==> src/sv/brm_pkg.sv <==
// Package: shared types and constants of the button report to MIDI encoder.
package brm_pkg;

    typedef struct packed {
        logic [17:0]        buttons;
        logic signed [15:0] bar_sample;
        logic               bar_present;
        logic [31:0]        time_us;
    } t_in_item;

    typedef struct packed {
        logic [7:0] status_byte;
        logic [7:0] data_first;
        logic [6:0] data_second;
        logic       last_of_run;
    } t_out_item;

    // Classified report handed from the front part to the back part.
    typedef struct packed {
        logic [17:0] value;
        logic [17:0] delta;
        logic        bar_changed;
        logic [13:0] bend;
        logic [31:0] dt;
    } t_job;

    localparam logic [17:0] B_GREEN  = 18'h00002;
    localparam logic [17:0] B_RED    = 18'h00004;
    localparam logic [17:0] B_BLUE   = 18'h00008;
    localparam logic [17:0] B_YELLOW = 18'h00010;
    localparam logic [17:0] B_ORANGE = 18'h00020;
    localparam logic [17:0] B_MODE   = 18'h00800;
    localparam logic [17:0] B_UPDOWN = 18'h30000;

    localparam logic [7:0] ST_NOTE = 8'h90;
    localparam logic [7:0] ST_CTRL = 8'hB0;
    localparam logic [7:0] ST_BEND = 8'hE0;
    localparam logic [7:0] CC_SUSTAIN = 8'h40;
    localparam logic [6:0] VEL_ON = 7'd127;
    localparam int HELD_NOTES = 24;
    localparam logic [4:0] OCTAVE = 5'd12;

    localparam logic [1:0] REG_BASE   = 2'd0;
    localparam logic [1:0] REG_CMD    = 2'd1;
    localparam logic [1:0] REG_WINDOW = 2'd2;

    function automatic logic [3:0] offset_of(input logic [3:0] y);
        logic [3:0] r;
        case (y)
            4'd0: r = 4'd2;
            4'd1: r = 4'd5;
            4'd2: r = 4'd7;
            4'd3: r = 4'd9;
            4'd4: r = 4'd11;
            4'd5: r = 4'd6;
            4'd6: r = 4'd8;
            4'd7: r = 4'd10;
            4'd8: r = 4'd8;
            4'd9: r = 4'd6;
            4'd10: r = 4'd11;
            4'd11: r = 4'd9;
            4'd12: r = 4'd7;
            default: r = 4'd0;
        endcase
        return r;
    endfunction

endpackage

==> src/sv/button_report_to_midi_encoder_unit.sv <==
// Top level: button report to MIDI encoder with APB configuration port.
//   channel | direction | handshake        | payload
//   report  | in        | i_valid/o_stall  | brm_pkg::t_in_item
//   message | out       | o_valid/i_stall  | brm_pkg::t_out_item
//   config  | APB       | psel/penable     | 32-bit registers at 0x0, 0x4, 0x8
// The front stage registers a report; the back part then steps through its bend, sustain,
// yellow and red/green tail states. The transpose-mode up/down note, the transpose-mode blue
// note and the second sustain message each add a state; a strum press adds the bit-serial
// window/interval divider and a strum step per string, a release the held-note scan. The front
// stage takes the next report meanwhile.
// Reset is synchronous; output stalls hold the back part's message-emitting states in place.
module button_report_to_midi_encoder_unit #(
    parameter int STRING_COUNT = 13
) (
    input  logic               i_clk,
    input  logic               i_rst_n,
    input  logic               i_valid,
    output logic               o_stall,
    input  brm_pkg::t_in_item  i_data,
    output logic               o_valid,
    input  logic               i_stall,
    output brm_pkg::t_out_item o_data,
    input  logic               psel,
    input  logic               penable,
    input  logic               pwrite,
    input  logic [3:0]         paddr,
    input  logic [31:0]        pwdata,
    output logic [31:0]        prdata,
    output logic               pready
);
    logic [6:0]  r_base, r_cmd;
    logic [21:0] r_win;
    logic        job_valid, job_stall;
    brm_pkg::t_job job;
    logic [1:0]  ridx;

    assign pready = 1'b1;
    assign ridx = paddr[3:2];

    always_ff @(posedge i_clk) begin
        if (!i_rst_n) begin
            r_base <= 7'd72;
            r_cmd <= 7'd36;
            r_win <= 22'd500000;
        end else if (psel && penable && pwrite) begin
            case (ridx)
                brm_pkg::REG_BASE:   r_base <= pwdata[6:0];
                brm_pkg::REG_CMD:    r_cmd <= pwdata[6:0];
                brm_pkg::REG_WINDOW: r_win <= pwdata[21:0];
                default: ;
            endcase
        end
    end

    always_comb begin
        case (ridx)
            brm_pkg::REG_BASE:   prdata = {25'd0, r_base};
            brm_pkg::REG_CMD:    prdata = {25'd0, r_cmd};
            brm_pkg::REG_WINDOW: prdata = {10'd0, r_win};
            default:             prdata = '0;
        endcase
    end

    brm_front u_front (
        .i_clk(i_clk), .i_rst_n(i_rst_n),
        .i_valid(i_valid), .o_stall(o_stall), .i_data(i_data),
        .o_job_valid(job_valid), .i_job_stall(job_stall), .o_job(job)
    );

    brm_back #(.STRING_COUNT(STRING_COUNT)) u_back (
        .i_clk(i_clk), .i_rst_n(i_rst_n),
        .i_job_valid(job_valid), .o_job_stall(job_stall), .i_job(job),
        .i_base_note(r_base), .i_command_note(r_cmd), .i_window(r_win),
        .o_valid(o_valid), .i_stall(i_stall), .o_data(o_data)
    );
endmodule

==> src/sv/brm_front.sv <==
// Front part: accepts reports, computes edges, bend value and strum interval.
module brm_front (
    input  logic              i_clk,
    input  logic              i_rst_n,
    input  logic              i_valid,
    output logic              o_stall,
    input  brm_pkg::t_in_item i_data,
    output logic              o_job_valid,
    input  logic              i_job_stall,
    output brm_pkg::t_job     o_job
);
    logic [17:0] r_prev_buttons, n_prev_buttons;
    logic [15:0] r_prev_bar, n_prev_bar;
    logic [31:0] r_last_time, n_last_time;
    logic        r_chord, n_chord;
    logic        r_valid, n_valid;
    brm_pkg::t_job r_job, n_job;
    logic [15:0] bar;
    logic [13:0] b;
    logic        accept;

    assign o_stall = r_valid && i_job_stall;
    assign accept = i_valid && !o_stall;
    assign bar = i_data.bar_present ? i_data.bar_sample : 16'h8000;
    assign b = {1'b0, 13'(({~bar[15], bar[14:0]}) >> 3)} + 14'd8192;

    always_comb begin
        n_prev_buttons = r_prev_buttons;
        n_prev_bar = r_prev_bar;
        n_last_time = r_last_time;
        n_chord = r_chord;
        n_job = r_job;
        n_valid = r_valid && i_job_stall;
        if (accept) begin
            n_valid = 1'b1;
            n_job.value = i_data.buttons;
            n_job.delta = i_data.buttons ^ r_prev_buttons;
            n_job.bar_changed = bar != r_prev_bar;
            n_job.bend = b;
            n_job.dt = i_data.time_us - r_last_time;
            n_prev_buttons = i_data.buttons;
            n_prev_bar = bar;
            // Track the mode toggle so only chord-mode strum presses stamp the time.
            if ((n_job.delta & i_data.buttons & brm_pkg::B_MODE) != '0)
                n_chord = !r_chord;
            if (n_chord && ((n_job.delta & brm_pkg::B_UPDOWN) != '0) &&
                ((i_data.buttons & brm_pkg::B_UPDOWN) != '0))
                n_last_time = i_data.time_us;
        end
    end

    always_ff @(posedge i_clk) begin
        if (!i_rst_n) begin
            r_prev_buttons <= '0;
            r_prev_bar <= '0;
            r_last_time <= '0;
            r_chord <= 1'b0;
            r_valid <= 1'b0;
        end else begin
            r_prev_buttons <= n_prev_buttons;
            r_prev_bar <= n_prev_bar;
            r_last_time <= n_last_time;
            r_chord <= n_chord;
            r_valid <= n_valid;
        end
        r_job <= n_job;
    end

    assign o_job_valid = r_valid;
    assign o_job = r_job;
endmodule

==> src/sv/brm_back.sv <==
// Back part: sequences the MIDI messages of one classified report.
module brm_back #(
    parameter int STRING_COUNT = 13
) (
    input  logic               i_clk,
    input  logic               i_rst_n,
    input  logic               i_job_valid,
    output logic               o_job_stall,
    input  brm_pkg::t_job      i_job,
    input  logic [6:0]         i_base_note,
    input  logic [6:0]         i_command_note,
    input  logic [21:0]        i_window,
    output logic               o_valid,
    input  logic               i_stall,
    output brm_pkg::t_out_item o_data
);
    typedef enum logic [9:0] {
        S_IDLE  = 10'b0000000001,
        S_BEND  = 10'b0000000010,
        S_DIV   = 10'b0000000100,
        S_UD    = 10'b0000001000,
        S_STRUM = 10'b0000010000,
        S_REL   = 10'b0000100000,
        S_SUS   = 10'b0001000000,
        S_YEL   = 10'b0010000000,
        S_YEL2  = 10'b0100000000,
        S_TAIL  = 10'b1000000000
    } t_state;

    localparam logic [3:0] SC = 4'(STRING_COUNT);

    t_state r_state, n_state;
    brm_pkg::t_job r_job, n_job;
    logic        r_chord, n_chord;
    logic [3:0]  r_pos, n_pos;
    logic        r_oct, n_oct;
    logic        r_first, n_first;
    logic [brm_pkg::HELD_NOTES-1:0] r_held, n_held;
    logic        r_sus, n_sus;
    logic [4:0]  r_idx, n_idx;
    logic [2:0]  r_tail, n_tail;
    logic [3:0]  r_n, n_n;
    logic [3:0]  r_x, n_x;
    // Restoring divider: window / dt, quotient saturates at STRING_COUNT.
    logic [21:0] r_rem, n_rem;
    logic [21:0] r_q, n_q;
    logic [21:0] r_dq, n_dq;
    logic [4:0]  r_dcnt, n_dcnt;
    brm_pkg::t_out_item r_out, n_out;
    logic        r_ovalid, n_ovalid;
    logic [23:0] r_pend, n_pend;
    logic        r_pv, n_pv;
    logic        flush;

    logic        emit;
    brm_pkg::t_out_item msg;
    logic        slot_free;
    logic [17:0] v, d;
    logic [3:0]  p, y;
    logic [4:0]  note;
    logic [22:0] trial;
    logic        is_blue, is_or;

    function automatic logic [3:0] nxt(input logic [3:0] q);
        logic [3:0] t;
        t = q + 4'd1;
        return (t >= SC) ? 4'd0 : t;
    endfunction

    function automatic logic [3:0] prv(input logic [3:0] q);
        return (q == 4'd0) ? SC - 4'd1 : q - 4'd1;
    endfunction

    assign v = r_job.value;
    assign d = r_job.delta;
    assign is_blue = (v & brm_pkg::B_BLUE) != '0;
    assign is_or = (v & brm_pkg::B_ORANGE) != '0;
    assign slot_free = !r_ovalid || !i_stall;
    assign o_job_stall = r_state != S_IDLE;
    assign trial = {r_rem, r_dq[21]} - {1'b0, r_job.dt[21:0]};

    always_comb begin
        n_state = r_state;
        n_job = r_job;
        n_chord = r_chord;
        n_pos = r_pos;
        n_oct = r_oct;
        n_first = r_first;
        n_held = r_held;
        n_sus = r_sus;
        n_idx = r_idx;
        n_tail = r_tail;
        n_n = r_n;
        n_x = r_x;
        n_rem = r_rem;
        n_q = r_q;
        n_dq = r_dq;
        n_dcnt = r_dcnt;
        emit = 1'b0;
        msg = '0;
        p = r_pos;
        y = '0;
        note = '0;
        case (r_state)
            S_IDLE: begin
                if (i_job_valid) begin
                    n_job = i_job;
                    if ((i_job.delta & i_job.value & brm_pkg::B_MODE) != '0)
                        n_chord = !r_chord;
                    n_state = S_BEND;
                end
            end
            S_BEND: begin
                if (slot_free) begin
                    if (r_job.bar_changed) begin
                        emit = 1'b1;
                        msg.status_byte = brm_pkg::ST_BEND;
                        msg.data_first = {1'b0, r_job.bend[6:0]};
                        msg.data_second = r_job.bend[13:7];
                    end
                    n_state = S_UD;
                    if ((d & brm_pkg::B_UPDOWN) == '0)
                        n_state = S_SUS;
                    else if (r_chord && (v & brm_pkg::B_UPDOWN) != '0) begin
                        n_rem = '0;
                        n_dq = i_window;
                        n_q = '0;
                        n_dcnt = 5'd22;
                        n_x = '0;
                        n_state = S_DIV;
                    end else if (r_chord) begin
                        n_idx = '0;
                        n_state = S_REL;
                    end
                end
            end
            S_UD: begin
                if (slot_free) begin
                    emit = 1'b1;
                    msg.status_byte = brm_pkg::ST_NOTE;
                    msg.data_first = {1'b0, i_base_note};
                    msg.data_second = ((v & brm_pkg::B_UPDOWN) != '0) ?
                        brm_pkg::VEL_ON : 7'd0;
                    n_state = S_SUS;
                end
            end
            S_DIV: begin
                if (r_dcnt != '0) begin
                    if (!trial[22]) begin
                        n_rem = trial[21:0];
                        n_q = {r_q[20:0], 1'b1};
                    end else begin
                        n_rem = {r_rem[20:0], r_dq[21]};
                        n_q = {r_q[20:0], 1'b0};
                    end
                    n_dq = {r_dq[20:0], 1'b0};
                    n_dcnt = r_dcnt - 5'd1;
                end else begin
                    if (r_job.dt >= {10'd0, i_window})
                        n_n = 4'd1;
                    else if (r_job.dt == '0 || r_q >= 22'(STRING_COUNT))
                        n_n = SC;
                    else
                        n_n = r_q[3:0];
                    n_state = S_STRUM;
                end
            end
            S_STRUM: begin
                if (slot_free) begin
                    if (is_blue && is_or) begin
                        y = r_pos;
                    end else if (r_first) begin
                        if (r_pos == 4'd0) begin
                            if (is_blue) p = nxt(p);
                            if (is_or) p = prv(p);
                        end
                        n_first = 1'b0;
                        y = '0;
                    end else if (is_blue) begin
                        p = nxt(r_pos);
                        if (p == 4'd0 && r_n > 4'd1) p = nxt(p);
                        y = p;
                    end else if (is_or) begin
                        p = prv(r_pos);
                        if (p == 4'd0 && r_n > 4'd1) p = prv(p);
                        y = p;
                    end else begin
                        y = r_pos;
                    end
                    n_pos = p;
                    note = (r_oct ? brm_pkg::OCTAVE : 5'd0) + {1'b0, brm_pkg::offset_of(y)};
                    if (note < 5'(brm_pkg::HELD_NOTES) && !r_held[note]) begin
                        n_held[note] = 1'b1;
                        emit = 1'b1;
                        msg.status_byte = brm_pkg::ST_NOTE;
                        msg.data_first = {1'b0, i_base_note} + {3'd0, note};
                        msg.data_second = brm_pkg::VEL_ON;
                    end
                    n_x = r_x + 4'd1;
                    if (n_x == r_n) n_state = S_SUS;
                end
            end
            S_REL: begin
                if (slot_free) begin
                    if (r_held[r_idx]) begin
                        n_held[r_idx] = 1'b0;
                        emit = 1'b1;
                        msg.status_byte = brm_pkg::ST_NOTE;
                        msg.data_first = {1'b0, i_base_note} + {3'd0, r_idx};
                        msg.data_second = '0;
                    end
                    n_idx = r_idx + 5'd1;
                    if (r_idx == 5'(brm_pkg::HELD_NOTES - 1)) n_state = S_SUS;
                end
            end
            S_SUS: begin
                if (slot_free) begin
                    if ((d & (brm_pkg::B_ORANGE | brm_pkg::B_BLUE)) != '0 && r_chord) begin
                        emit = 1'b1;
                        n_sus = (v & (brm_pkg::B_ORANGE | brm_pkg::B_BLUE)) != '0;
                    end else if ((d & brm_pkg::B_ORANGE) != '0 && !r_chord) begin
                        emit = 1'b1;
                        n_sus = is_or;
                    end
                    msg.status_byte = brm_pkg::ST_CTRL;
                    msg.data_first = brm_pkg::CC_SUSTAIN;
                    msg.data_second = n_sus ? brm_pkg::VEL_ON : 7'd0;
                    n_tail = 3'd0;
                    n_state = S_YEL;
                end
            end
            S_YEL: begin
                if (slot_free) begin
                    n_state = S_TAIL;
                    if ((d & brm_pkg::B_YELLOW) != '0) begin
                        if (!r_chord) begin
                            emit = 1'b1;
                            msg.status_byte = brm_pkg::ST_NOTE;
                            msg.data_first = {1'b0, i_command_note} + 8'd2;
                            msg.data_second = ((v & brm_pkg::B_YELLOW) != '0) ?
                                brm_pkg::VEL_ON : 7'd0;
                        end else if ((v & brm_pkg::B_YELLOW) != '0) begin
                            n_oct = !r_oct;
                            n_first = 1'b1;
                            if (is_blue && is_or) n_pos = 4'd0;
                            else if (is_blue) n_pos = 4'd7;
                            else if (is_or) n_pos = 4'd1;
                            else n_pos = 4'd0;
                            if (r_sus) begin
                                emit = 1'b1;
                                msg.status_byte = brm_pkg::ST_CTRL;
                                msg.data_first = brm_pkg::CC_SUSTAIN;
                                msg.data_second = '0;
                                n_state = S_YEL2;
                            end
                        end
                    end
                    // Blue command note in transpose mode precedes yellow.
                    if ((d & brm_pkg::B_BLUE) != '0 && !r_chord) begin
                        emit = 1'b1;
                        msg.status_byte = brm_pkg::ST_NOTE;
                        msg.data_first = {1'b0, i_command_note} + 8'd3;
                        msg.data_second = is_blue ? brm_pkg::VEL_ON : 7'd0;
                        n_job.delta = d & ~brm_pkg::B_BLUE;
                        n_oct = r_oct;
                        n_first = r_first;
                        n_pos = r_pos;
                        n_state = S_YEL;
                    end
                end
            end
            S_YEL2: begin
                if (slot_free) begin
                    emit = 1'b1;
                    msg.status_byte = brm_pkg::ST_CTRL;
                    msg.data_first = brm_pkg::CC_SUSTAIN;
                    msg.data_second = brm_pkg::VEL_ON;
                    n_state = S_TAIL;
                end
            end
            S_TAIL: begin
                if (slot_free) begin
                    if (r_tail == 3'd0) begin
                        if ((d & brm_pkg::B_RED) != '0) begin
                            emit = 1'b1;
                            msg.status_byte = brm_pkg::ST_NOTE;
                            msg.data_first = {1'b0, i_command_note} + 8'd1;
                            msg.data_second = ((v & brm_pkg::B_RED) != '0) ?
                                brm_pkg::VEL_ON : 7'd0;
                        end
                        n_tail = 3'd1;
                    end else if (r_tail == 3'd1) begin
                        if ((d & brm_pkg::B_GREEN) != '0) begin
                            emit = 1'b1;
                            msg.status_byte = brm_pkg::ST_NOTE;
                            msg.data_first = {1'b0, i_command_note};
                            msg.data_second = ((v & brm_pkg::B_GREEN) != '0) ?
                                brm_pkg::VEL_ON : 7'd0;
                        end
                        n_tail = 3'd2;
                    end else begin
                        n_state = S_IDLE;
                    end
                end
            end
            default: n_state = S_IDLE;
        endcase
    end

    assign flush = (r_state == S_TAIL) && (r_tail == 3'd2) && slot_free;

    // One-entry hold: a message is released once the next one (or the end) is known,
    // so its last flag can be set.
    always_comb begin
        n_out = r_out;
        n_ovalid = r_ovalid && i_stall;
        n_pend = r_pend;
        n_pv = r_pv;
        if (slot_free) begin
            if (r_pv && (emit || flush)) begin
                n_out = brm_pkg::t_out_item'(r_pend);
                n_out.last_of_run = flush && !emit;
                n_ovalid = 1'b1;
            end
            if (emit) begin
                n_pend = {msg.status_byte, msg.data_first, msg.data_second, 1'b0};
                n_pv = 1'b1;
            end else if (flush) begin
                n_pv = 1'b0;
            end
        end
    end

    always_ff @(posedge i_clk) begin
        if (!i_rst_n) begin
            r_state <= S_IDLE;
            r_chord <= 1'b0;
            r_pos <= '0;
            r_oct <= 1'b0;
            r_first <= 1'b0;
            r_held <= '0;
            r_sus <= 1'b0;
            r_ovalid <= 1'b0;
            r_pv <= 1'b0;
        end else begin
            r_state <= n_state;
            r_chord <= n_chord;
            r_pos <= n_pos;
            r_oct <= n_oct;
            r_first <= n_first;
            r_held <= n_held;
            r_sus <= n_sus;
            r_ovalid <= n_ovalid;
            r_pv <= n_pv;
        end
        r_job <= n_job;
        r_idx <= n_idx;
        r_tail <= n_tail;
        r_n <= n_n;
        r_x <= n_x;
        r_rem <= n_rem;
        r_q <= n_q;
        r_dq <= n_dq;
        r_dcnt <= n_dcnt;
        r_out <= n_out;
        r_pend <= n_pend;
    end

    assign o_valid = r_ovalid;
    assign o_data = r_out;
endmodule

==> config.mk <==
export PLATFORM = sky130hd
export DESIGN_NAME = button_report_to_midi_encoder_unit
export DESIGN_NICKNAME = d
export VERILOG_FILES = /design/src/sv/brm_pkg.sv /design/src/sv/button_report_to_midi_encoder_unit.sv /design/src/sv/brm_front.sv /design/src/sv/brm_back.sv
export SDC_FILE = /design/constraint.sdc
export NUM_CORES = 1
export LEC_CHECK = 0
export BUFFER_PORTS_ARGS = -buffer_cell sky130_fd_sc_hd__buf_2
export CAP_MARGIN = 10
export CORE_ASPECT_RATIO = 1.4
export CORE_MARGIN = 1.5
export CORE_UTILIZATION = 60
export CTS_BUF_LIST = sky130_fd_sc_hd__clkbuf_4 sky130_fd_sc_hd__clkbuf_8
export CTS_CLUSTER_DIAMETER = 30
export DETAILED_ROUTE_END_ITERATION = 7
export GPL_TIMING_DRIVEN = 0
export PLACE_DENSITY = 0.8
export SLEW_MARGIN = 5
export SYNTH_ARGS = -nofsm -noshare
export SYNTH_HDL_FRONTEND = slang
export SYNTH_HIERARCHICAL = 1
export SYNTH_SLANG_ARGS = --single-unit
==> constraint.sdc <==
create_clock -name i_clk -period 15 [get_ports i_clk]
set_clock_uncertainty 0.15 [all_clocks]
set_input_delay 3 -clock i_clk [delete_from_list [all_inputs] [get_ports i_clk]]
set_output_delay 3 -clock i_clk [all_outputs]
set_load 0.005 [all_outputs]
==> impl_results.md <==
* DRC Markers at 0
* Number of sinks driven by the clock tree at 386
* Maximum number of pins on one net before global-route repair at 38
* TritonCTS clock tree: yes
* Port Buf Inserts at 131
* Number of gates resized after cts at 0
* Layout cell share with drive strength beyond 1 at 0.148
* Area inside the core boundary at 35700 µm²
* H-Tree Depth at 3
* Antenna violations before repair at 9
* Worst Max-Slew Pin Slew at 1.19 ns
* Synthesized instance count at 2141
* Cell chain of the critical path: buf_2, nor2b_1, buf_2, clkbuf_1, nand2_1, o21ai_0, buf_2
* Setup violation total in the final timing report at 0
* Yosys warning count at 6
* Worst IR Drop VDD at 0.0866 mV
* Number of DRC violations after detailed-routing iteration 0 at 1437
* Minimum setup slack after placement at 7.36 ns
* Post-layout total power at 0.00322 W
* Type of the most critical hold path: register to register
* Post-DP HPWL at 42500 µm
* Slowest library cell on the worst path: sky130_fd_sc_hd__clkbuf_1
* Post-Route Utilization at 0.691
* Overflow left after global routing at 0
* Final critical-path share of the clock period at 0.513
* Placement row count at 82
* Die height at 228 µm
* Drt via density at 6.03
* Slew Limit Fails at 0
* Aggregate global-route resource usage at 0.304
* Clock transition at the registers of the reported paths at 0.06 ns
* Clk root buf: sky130_fd_sc_hd__clkbuf_8
* Total wire length at 56300 µm
* Worst EP arrival at 4.55 ns
* Critical Path Start Type: input pin
* Number of post-CTS setup repair buffers at 0
* Final sum of negative setup slack at 0 ns
* Initial standard-cell utilization of the core at 0.606
* Upper clock frequency limit at 0.130 GHz
* Critical setup path kind: input pin to primary output
* Top fanout value on the critical path at 10
* Slew Limit Headroom at 0.206
* Total Nets Final at 2586
* Final Hold Vio Count at 0
* Worst-skew pair later-pin latency at 0.62 ns
* Width of the chip at 164 µm
* Avg Synthesized Cell Area at 10.1 µm²
* Global-route wire length before repair at 88700 µm
* Post-Synthesis Cell Area at 21600 µm²
* Unrepaired setup endpoints after global routing: no
* CP endpoint kind: primary output
* Maximum capacitance violations at 0
* Post-layout minimum cycle time at 7.70 ns
* Final GP Congestion at 1.01
* Delay of the slowest cell on the worst path at 0.41 ns
* Hold buffers post-CTS at 0
* Post-layout worst setup margin at 7.30 ns
* Maximum clock insertion buffer count at 3
* Mean routed wirelength per cell at 19.5 µm
* Area grow syn2layout at 14.1%
* Detailed-route via count at 17405
* Worst Path Required at 11.85 ns
* Number of clock buffers inserted by TritonCTS at 71
* # IOs at 169
* Cell leakage power at 9.44 nW
* Number of detailed-routing iterations run before antenna repair at 8
* CP most frequent cell: sky130_fd_sc_hd__buf_2
* Post-DRT Antenna Nets at 0
* Result of the run: finished, final reports clean
* Placed cell count at 2752
* PD cells at 131 nW/µm²
* Vias in the first global route at 17487
* Die outline area at 37200 µm²
* Final Instance Count excl. Fillers at 2886
==> sequential cells by signal, indices dropped and copies added, names as in the netlist, 7 cells and up <==
name	flops
r_base	7
u_back/r_dq	22
u_back/r_held	24
u_back/r_pend	19
u_front/r_prev_buttons	8
r_win	22
u_front/r_prev_bar	16
u_back/r_q	22
u_front/o_job	62
u_back/r_job	47
u_back/r_rem	22
r_cmd	7
u_back/v	7
u_back/d	7
u_front/r_last_time	32
u_back/r_state	10
u_back/o_data	20
==> power breakdown <==
group          total, W  internal [W]  switching, W
Combinational  0.000765      0.000292      0.000473
Clock           0.00112      0.000671      0.000453
Sequential      0.00133       0.00128     0.0000569
==> per-layer routing <==
| metal | vias to the layer above | part of all wire | track usage | wire (µm) |
|---|---|---|---|---|
| li1 | 8183 | - | - | - |
| met1 | 8261 | 0.37 | 0.331 | 20700 |
| met2 | 727 | 0.50 | 0.533 | 28300 |
| met3 | 224 | 0.066 | 0.0664 | 3720 |
| met4 | 10 | 0.061 | 0.187 | 3440 |
| met5 | - | 0.0013 | 0 | 72 |
==> path summary, 6_finish.rpt <==
kind / startpoint / to / slack (ns) / cells past startpoint
setup reg to reg: u_back/r_pos[3] / u_back/r_pend[8] / 7.37 / 27
setup / recovery: paddr[2] / prdata[1] / 7.30 / 7
hold reg to reg: u_front/o_job[18] / u_back/r_job[18] / 0.26 / 0
hold / removal: u_front/o_job[18] / u_back/r_job[18] / 0.26 / 0
==> metrics by stage <==
stage / cell area, µm² / hold slack [ns]
after floorplan: 21700 / 0.250
after global routing: 24700 / 0.268
final: 24700 / 0.264
after CTS: 24700 / 0.265
after detailed placement: 23100 / 0.255
after global placement: 22900 / 0.250
==> area by class of cell <==
type	instances	area, µm²
clock buffers	95	1210
fillers	2742	11000
repair buffers	137	778
plain buffers	112	576
flip-flops and latches	386	10200
multi-input cells	1509	10400
clock inverters	34	402
well taps	462	578
diodes	5	12.5
inverters	146	548
==> worst max-delay path, delay by kind of cell <==
kind | cells | cell delay, ns
buffers and inverters | 4 | 1.03
AOI/OAI and AO/OA | 1 | 0.24
and+or+nand+nor | 2 | 0.27
==> layout by cell type, fill, tap and decap left out, types with 29 or more instances in the layout <==
cell,n
sky130_fd_sc_hd__and2_1,73
sky130_fd_sc_hd__buf_2,145
sky130_fd_sc_hd__edfxtp_1,248
sky130_fd_sc_hd__ha_1,108
sky130_fd_sc_hd__clkbuf_8,81
sky130_fd_sc_hd__o21ai_0,117
sky130_fd_sc_hd__xnor2_1,65
sky130_fd_sc_hd__a21oi_1,89
sky130_fd_sc_hd__mux2i_1,93
sky130_fd_sc_hd__nor2_1,98
sky130_fd_sc_hd__a21o_1,39
sky130_fd_sc_hd__dfxtp_1,138
sky130_fd_sc_hd__o211ai_1,42
sky130_fd_sc_hd__nand2_1,223
sky130_fd_sc_hd__nor2b_1,64
sky130_fd_sc_hd__nor3_1,34
sky130_fd_sc_hd__a21boi_0,31
sky130_fd_sc_hd__clkbuf_1,66
sky130_fd_sc_hd__nand3_1,51
sky130_fd_sc_hd__xor2_1,29
sky130_fd_sc_hd__inv_1,144
No activity file was read; power rests on OpenSTA's default activity.
